`config.mk`:
```
export PLATFORM = sky130hd
export DESIGN_NAME = aopi_div
export DESIGN_NICKNAME = d
export VERILOG_FILES = /design/src/aopi_pkg.sv /design/src/aopi_div.sv
export SDC_FILE = /design/constraint.sdc
export NUM_CORES = 1
export LEC_CHECK = 0
export ABC_AREA = 1
export BUFFER_PORTS_ARGS = -buffer_cell sky130_fd_sc_hd__buf_4
export CORE_MARGIN = 2
export CORE_UTILIZATION = 57
export DETAILED_ROUTE_END_ITERATION = 8
export GPL_ROUTABILITY_DRIVEN = 0
export PLACE_DENSITY_LB_ADDON = 0.25
export SLEW_MARGIN = 5
export SYNTH_ARGS = -nofsm -noshare
export SYNTH_HDL_FRONTEND = slang
export SYNTH_SLANG_ARGS = --single-unit
```
`constraint.sdc`:
```
create_clock -name clk -period 11.2 [get_ports clk]
set_input_delay 0 -clock clk [delete_from_list [all_inputs] [get_ports clk]]
set_output_delay 0 -clock clk [all_outputs]
set_load 0.05 [all_outputs]
```
`src/aopi_pkg.sv`:
```
// Shared types, constants and the arctangent table for the arc odometry pose integrator.
package aopi_pkg;

  localparam int VW = 34;

  localparam logic signed [25:0] DEG_TO_RAD_Q30 = 26'sd18740330;
  localparam logic signed [34:0] HALF_PI_Q30    = 35'sh06487ED51;
  localparam logic signed [34:0] PI_Q30         = 35'sh0C90FDAA2;
  localparam logic signed [34:0] TWO_PI_Q30     = 35'sh1921FB544;
  localparam logic signed [VW-1:0] GAIN_Q30     = 34'sh26DD3B6A;

  typedef enum logic [3:0] {
    ST_IDLE,
    ST_RAD,
    ST_DELTA,
    ST_HALF_WAIT,
    ST_HALF_S,
    ST_DIV_WAIT,
    ST_CHORD,
    ST_MID_WAIT,
    ST_MID_S,
    ST_MID_C,
    ST_ACC_X,
    ST_ACC_Y,
    ST_OUT
  } aopi_state_t;

  typedef enum logic [1:0] {
    CS_IDLE,
    CS_REDUCE,
    CS_FOLD,
    CS_ITER
  } aopi_cstate_t;

  typedef enum logic {
    DS_IDLE,
    DS_RUN
  } aopi_dstate_t;

  typedef struct packed {
    logic                 done;
    logic                 neg;
    logic signed [VW-1:0] x;
    logic signed [VW-1:0] y;
    logic signed [VW-1:0] r;
  } aopi_cordic_res_t;

  typedef struct packed {
    logic               done;
    logic signed [31:0] q;
  } aopi_div_res_t;

  function automatic logic [29:0] atan_q30(input logic [4:0] idx);
    logic [29:0] v;
    case (idx)
      5'd0:  v = 30'h3243F6A8;
      5'd1:  v = 30'h1DAC6705;
      5'd2:  v = 30'h0FADBAFC;
      5'd3:  v = 30'h07F56EA6;
      5'd4:  v = 30'h03FEAB76;
      5'd5:  v = 30'h01FFD55B;
      5'd6:  v = 30'h00FFFAAA;
      5'd7:  v = 30'h007FFF55;
      5'd8:  v = 30'h003FFFEA;
      5'd9:  v = 30'h001FFFFD;
      5'd10: v = 30'h000FFFFF;
      5'd11: v = 30'h0007FFFF;
      5'd12: v = 30'h0003FFFF;
      5'd13: v = 30'h0001FFFF;
      5'd14: v = 30'h0000FFFF;
      5'd15: v = 30'h00007FFF;
      5'd16: v = 30'h00003FFF;
      5'd17: v = 30'h00001FFF;
      5'd18: v = 30'h00000FFF;
      5'd19: v = 30'h000007FF;
      5'd20: v = 30'h000003FF;
      5'd21: v = 30'h000001FF;
      5'd22: v = 30'h000000FF;
      5'd23: v = 30'h0000007F;
      5'd24: v = 30'h0000003F;
      5'd25: v = 30'h0000001F;
      5'd26: v = 30'h0000000F;
      5'd27: v = 30'h00000008;
      5'd28: v = 30'h00000004;
      5'd29: v = 30'h00000002;
      5'd30: v = 30'h00000001;
      default: v = 30'h00000000;
    endcase
    return v;
  endfunction

endpackage

```
`src/aopi_div.sv`:
```
// Restoring divider for the chord factor, one quotient bit per cycle, clamped to one.
module aopi_div #(
  parameter int DW = 47
) (
  input  logic                               clk,
  input  logic                               rst,
  input  logic                               start,
  input  logic signed [aopi_pkg::VW-1:0]     s,
  input  logic signed [DW-1:0]               den,
  output aopi_pkg::aopi_div_res_t            res
);

  localparam int VW = aopi_pkg::VW;
  localparam int QB = 31;
  localparam int RW = ((VW > DW) ? VW : DW) + QB + 1;
  localparam logic [QB-1:0] ONE_Q30 = QB'(1) << 30;

  aopi_pkg::aopi_dstate_t state, state_next;

  logic [RW-1:0]      rem, dsh;
  logic [4:0]         cnt;
  logic [QB-1:0]      qm;
  logic               ovf, sgn, done;
  logic signed [31:0] q;

  logic               ge;
  logic [QB-1:0]      qn, qmag;
  logic [VW-1:0]      s_mag;
  logic [DW-1:0]      d_mag;

  always_comb begin
    s_mag = s[VW-1] ? VW'(-s) : VW'(s);
    d_mag = den[DW-1] ? DW'(-den) : DW'(den);
    ge    = rem >= dsh;
    qn    = {qm[QB-2:0], ge};
    qmag  = (ovf || (qn > ONE_Q30)) ? ONE_Q30 : qn;
  end

  always_comb begin
    state_next = state;
    unique case (state)
      aopi_pkg::DS_IDLE: if (start) state_next = aopi_pkg::DS_RUN;
      aopi_pkg::DS_RUN:  if (cnt == '0) state_next = aopi_pkg::DS_IDLE;
      default:           state_next = aopi_pkg::DS_IDLE;
    endcase
  end

  always_ff @(posedge clk) begin
    if (rst) begin
      state <= aopi_pkg::DS_IDLE;
      done  <= 1'b0;
    end else begin
      state <= state_next;
      done  <= (state == aopi_pkg::DS_RUN) && (cnt == '0);
    end
  end

  always_ff @(posedge clk) begin
    case (state)
      aopi_pkg::DS_IDLE: begin
        if (start) begin
          rem <= RW'({s_mag, {QB{1'b0}}});
          dsh <= RW'({d_mag, {QB{1'b0}}});
          cnt <= 5'(QB);
          qm  <= '0;
          ovf <= 1'b0;
          sgn <= s[VW-1] ^ den[DW-1];
        end
      end
      aopi_pkg::DS_RUN: begin
        if (cnt == 5'(QB)) begin
          ovf <= ge;
        end else begin
          if (ge) rem <= rem - dsh;
          qm <= qn;
        end
        dsh <= dsh >> 1;
        cnt <= cnt - 1'b1;
        if (cnt == '0) q <= sgn ? -$signed({1'b0, qmag}) : $signed({1'b0, qmag});
      end
      default: ;
    endcase
  end

  assign res.done = done;
  assign res.q    = q;

endmodule

```
==> run summary <==
The number of inserted filler cells in the final layout is 2576. The sequential element share of the synthesized area came out at 0.387. Summing over every cut layer, the via total after detailed routing is 17130. The post-synthesis adder-cell area fraction came out at 0.0608. The number of failing hold endpoints at the final stage is 0.

The xor and xnor fraction of the mapped netlist area is 0.0214. The data required time at the worst endpoint is 11.47 ns. The pin count of the biggest net entering global routing came out at 80. VDD sags by at most 0.112 mV. The number of distinct standard cells referenced by the synthesized netlist is 61. Of the total synthesized cell area, the portion taken by AND, OR, NAND and NOR gates is 0.247. The post-synthesis compound-gate area fraction came out at 0.178.

The multi-input logic area is 8950 µm². The final HPWL from detailed placement came out at 36.1 mm. The top-level port count came out at 117. A synthesized cell averages 7.23 µm².

The number of hold-repair buffers added at the cts stage came out at 75. The clock skew is 0.0179 ns. The quantity of gates resized following cts came out at 0. The overall die area is 32300 µm². The endpoint arrival time on the critical path is 4.45 ns. Summing every instance area after synthesis gives 17600 µm². The power density over the cells is 152 nW/µm². The fraction of layout instances using a drive strength above 1 came out at 0.0894. The via count of the first global-routing pass came out at 16138. The number of nets in the synthesized netlist is 2606. In this run the horizontal extent of the chip is 180 µm.

Dividing the detail-routed via count by the number of cells gives 5.66. The post-synthesis cell count is 2437. At the later pin of the worst-skew pair, clock insertion delay measures 0.53 ns. The post-detailed-routing wire length came out at 47.9 mm. Setup repair after global routing left no endpoint under its margin. The final antenna diode count is 0. The initial antenna violation count is 0. Of all flip-flops after synthesis, the portion carrying an async set or reset was 0.

The design draws 3.10 mW. The average wire length per cell after detail routing is 15.8 µm. The post-CTS setup-driven buffer insertion count came out at 0. The timing-limited maximum frequency came out at 239 MHz. The residual DRC count came out at 0. The number of antenna-violating nets in the routed design came out at 0. The clock net in this run drives a total of 228 sinks. The launching element of the worst setup path is dsh[0]. Among all flip-flop cells after synthesis, the most frequent one is edfxtp_1. The number of slew-limit violations in the final report came to 0.

The worst pin sits at a relative slew slack of 0.215. The violation count after the first detailed-routing iteration came out at 1927. Hold is met by 0.0113 ns. The first detailed-routing pass took 8 iterations. The worst setup path is launched from a flop. The tightest min-delay check is of the primary input to flop type. The register area is 6830 µm². The count of input and output buffers is 116.

The total routing usage reported by global routing came out at 0.284. The worst setup path is captured at a flop. The leakage component of the power is 9.31 nW. The critical path in this run is classified as flop to flop. The H-tree depth came out at 1.

Measured along the y axis, the die boundary spans 180 µm. The total grt overflow came out at 0. In this run the standard cell core region covers 30500 µm². Summed over all failing endpoints, the final setup total negative slack is 0 ns. The run finished with clean final reports. The initial cell density of the core came out at 0.578.

TritonCTS built the clock tree. Measured in cells, the most critical reg-to-reg path has a length of 14. The net count of the finished layout is 2780. The number of cells on the worst hold path came out at 5. Along the worst path, the maximum fanout reaches 5. The first global-routing pass estimated 76.5 mm of wire. For the pin with the worst max-slew slack, the measured transition is 1.18 ns. The worst-case clock buffer depth is 3. The routed design could run at a clock period as short as 4.18 ns.

In this run, synthesis produced a sequential element count of 228. The clock edge transition at the registers on the reported setup and hold paths is 0.06 ns. The beginning of the worst register-to-register path is dsh[0].

The TritonCTS buffer count came out at 25. Setup violations remaining at the end of the flow were counted as 0. The area growth from synthesis to final layout came out at 15.2%. The post-route fraction of the period consumed by the critical path came out at 0.373.

The number of flops mapped to enable cells by yosys is 226. By area, the combinational part of the netlist is dominated by simple AND/OR/NAND/NOR gates. The max-capacitance violation count is 0. Clock tree synthesis selected as its root buffer the cell clkbuf_16. The startpoint of the lowest-slack hold path is s[1]. The portion of synthesized area spent on multiplexers is 0.000568. Row generation in the floorplan step produced 64 rows.

Yosys printed 0 warnings.
[metal layers]
layer  wire (µm)  vias to the layer above  GRT usage
li1            -                     8427          -
met1       19900                     7725      0.367
met2       22200                      833      0.479
met3        3410                      145     0.0286
met4        2430                        0      0.136
met5           0                        -          0
[state kept, by name, indices dropped and copies added, names as in the netlist]
| register | cells |
|---|---|
| ovf | 1 |
| dsh | 78 |
| cnt | 5 |
| done | 1 |
| state | 1 |
| rem | 79 |
| sgn | 1 |
| q | 32 |
| qm | 30 |
[Yosys cell counts, types with 9 or more instances]
| library cell | n | area (µm²) |
|---|---|---|
| o21bai_1 | 19 | 143 |
| o41ai_1 | 13 | 114 |
| inv_2 | 22 | 82.6 |
| a21oi_1 | 244 | 1220 |
| nand2_2 | 11 | 68.8 |
| a31oi_1 | 13 | 81.3 |
| nor2_2 | 16 | 100 |
| o31ai_1 | 9 | 67.6 |
| o21ai_0 | 191 | 956 |
| nand4_1 | 23 | 144 |
| nand3_1 | 91 | 455 |
| or2_2 | 11 | 68.8 |
| edfxtp_1 | 226 | 6790 |
| a21o_1 | 9 | 67.6 |
| o21ai_1 | 15 | 75.1 |
| nand2_1 | 534 | 2000 |
| buf_1 | 10 | 37.5 |
| nor3_1 | 32 | 160 |
| nor4_1 | 16 | 100 |
| nand3b_1 | 9 | 67.6 |
| xor2_1 | 26 | 228 |
| clkbuf_1 | 32 | 120 |
| inv_1 | 412 | 1550 |
| ha_1 | 84 | 1050 |
| xnor2_1 | 17 | 149 |
| nor2_1 | 276 | 1040 |
| o21a_1 | 11 | 82.6 |
[power by group]
group          internal [mW]  switching [mW]
clock                  0.432           0.325
combinational          0.393           0.815
sequential              1.08          0.0546
[stage by stage]
stage               area [µm²]   util  cells  setup slack [ns]
detailed placement       18800  0.617   2905              7.50
floorplan                17600      -   2437              5.64
CTS                      20300  0.666   3024              7.21
finish                   20300  0.666   3024              7.02
global placement         18800  0.617   2905              7.65
global route             20300  0.666   3024              6.88
[placed cells by master, fill, tap and decap left out, types with 7 or more instances in the layout]
cell | synthesis | final
nand3_1 | 91 | 91
ha_1 | 84 | 84
o211ai_1 | 7 | 7
o31ai_1 | 9 | 9
o21a_1 | 11 | 11
o21bai_1 | 19 | 19
clkbuf_1 | 32 | 8
xnor2_1 | 17 | 17
edfxtp_1 | 226 | 226
o21ai_0 | 191 | 191
nand4_1 | 23 | 23
inv_1 | 412 | 411
clkbuf_16 | 0 | 25
nor4_1 | 16 | 16
xor2_1 | 26 | 26
a21oi_1 | 244 | 244
o41ai_1 | 13 | 13
nand2_2 | 11 | 11
nor3_1 | 32 | 32
nand2_1 | 534 | 534
inv_2 | 22 | 22
nor2_1 | 276 | 274
o21ai_1 | 15 | 15
dlygate4sd3_1 | 0 | 75
a31oi_1 | 13 | 13
nand3b_1 | 9 | 9
buf_4 | 1 | 122
or2_2 | 11 | 11
a21o_1 | 9 | 9
nor2_2 | 16 | 17
[worst paths after layout]
check             slack [ns]      end
hold reg to reg         0.53  dsh[18]
hold / removal          0.01  rem[34]
setup reg to reg        7.02  rem[64]
setup / recovery        7.02  rem[64]
[critical path, cell delays in order (launching register included)]
cell and delay (ns):
edfxtp_1 0.39, ha_1 0.23, fa_1 0.44, o21ai_1 0.33, nand2_1 0.08, nand2_1 0.13, a21oi_1 0.14, o21a_1 0.26
o21ai_1 0.57, nand2_1 0.12, nand2_1 0.17, a21oi_1 0.07, o21ai_0 0.23, o31ai_1 0.17, dlygate4sd3_1 0.60
[cell families (layout without fill, tap and decap cells)]
group	after synthesis	after routing
simple gates	1035	1035
compound gates	560	560
buf+inv	485	676
flops	228	228
fa+ha+maj	85	85
xor+xnor	43	43
mux	1	1
[final cells by class]
class / instances / share of cell area
multi-input combinational: 1724 / 0.441
sequential: 228 / 0.336
timing repair buffer: 197 / 0.0821
clock inverter: 11 / 0.00394
clock buffer: 33 / 0.0323
inverter: 435 / 0.0804
tap: 396 / 0.0244
No activity file was read; power rests on OpenSTA's default activity.
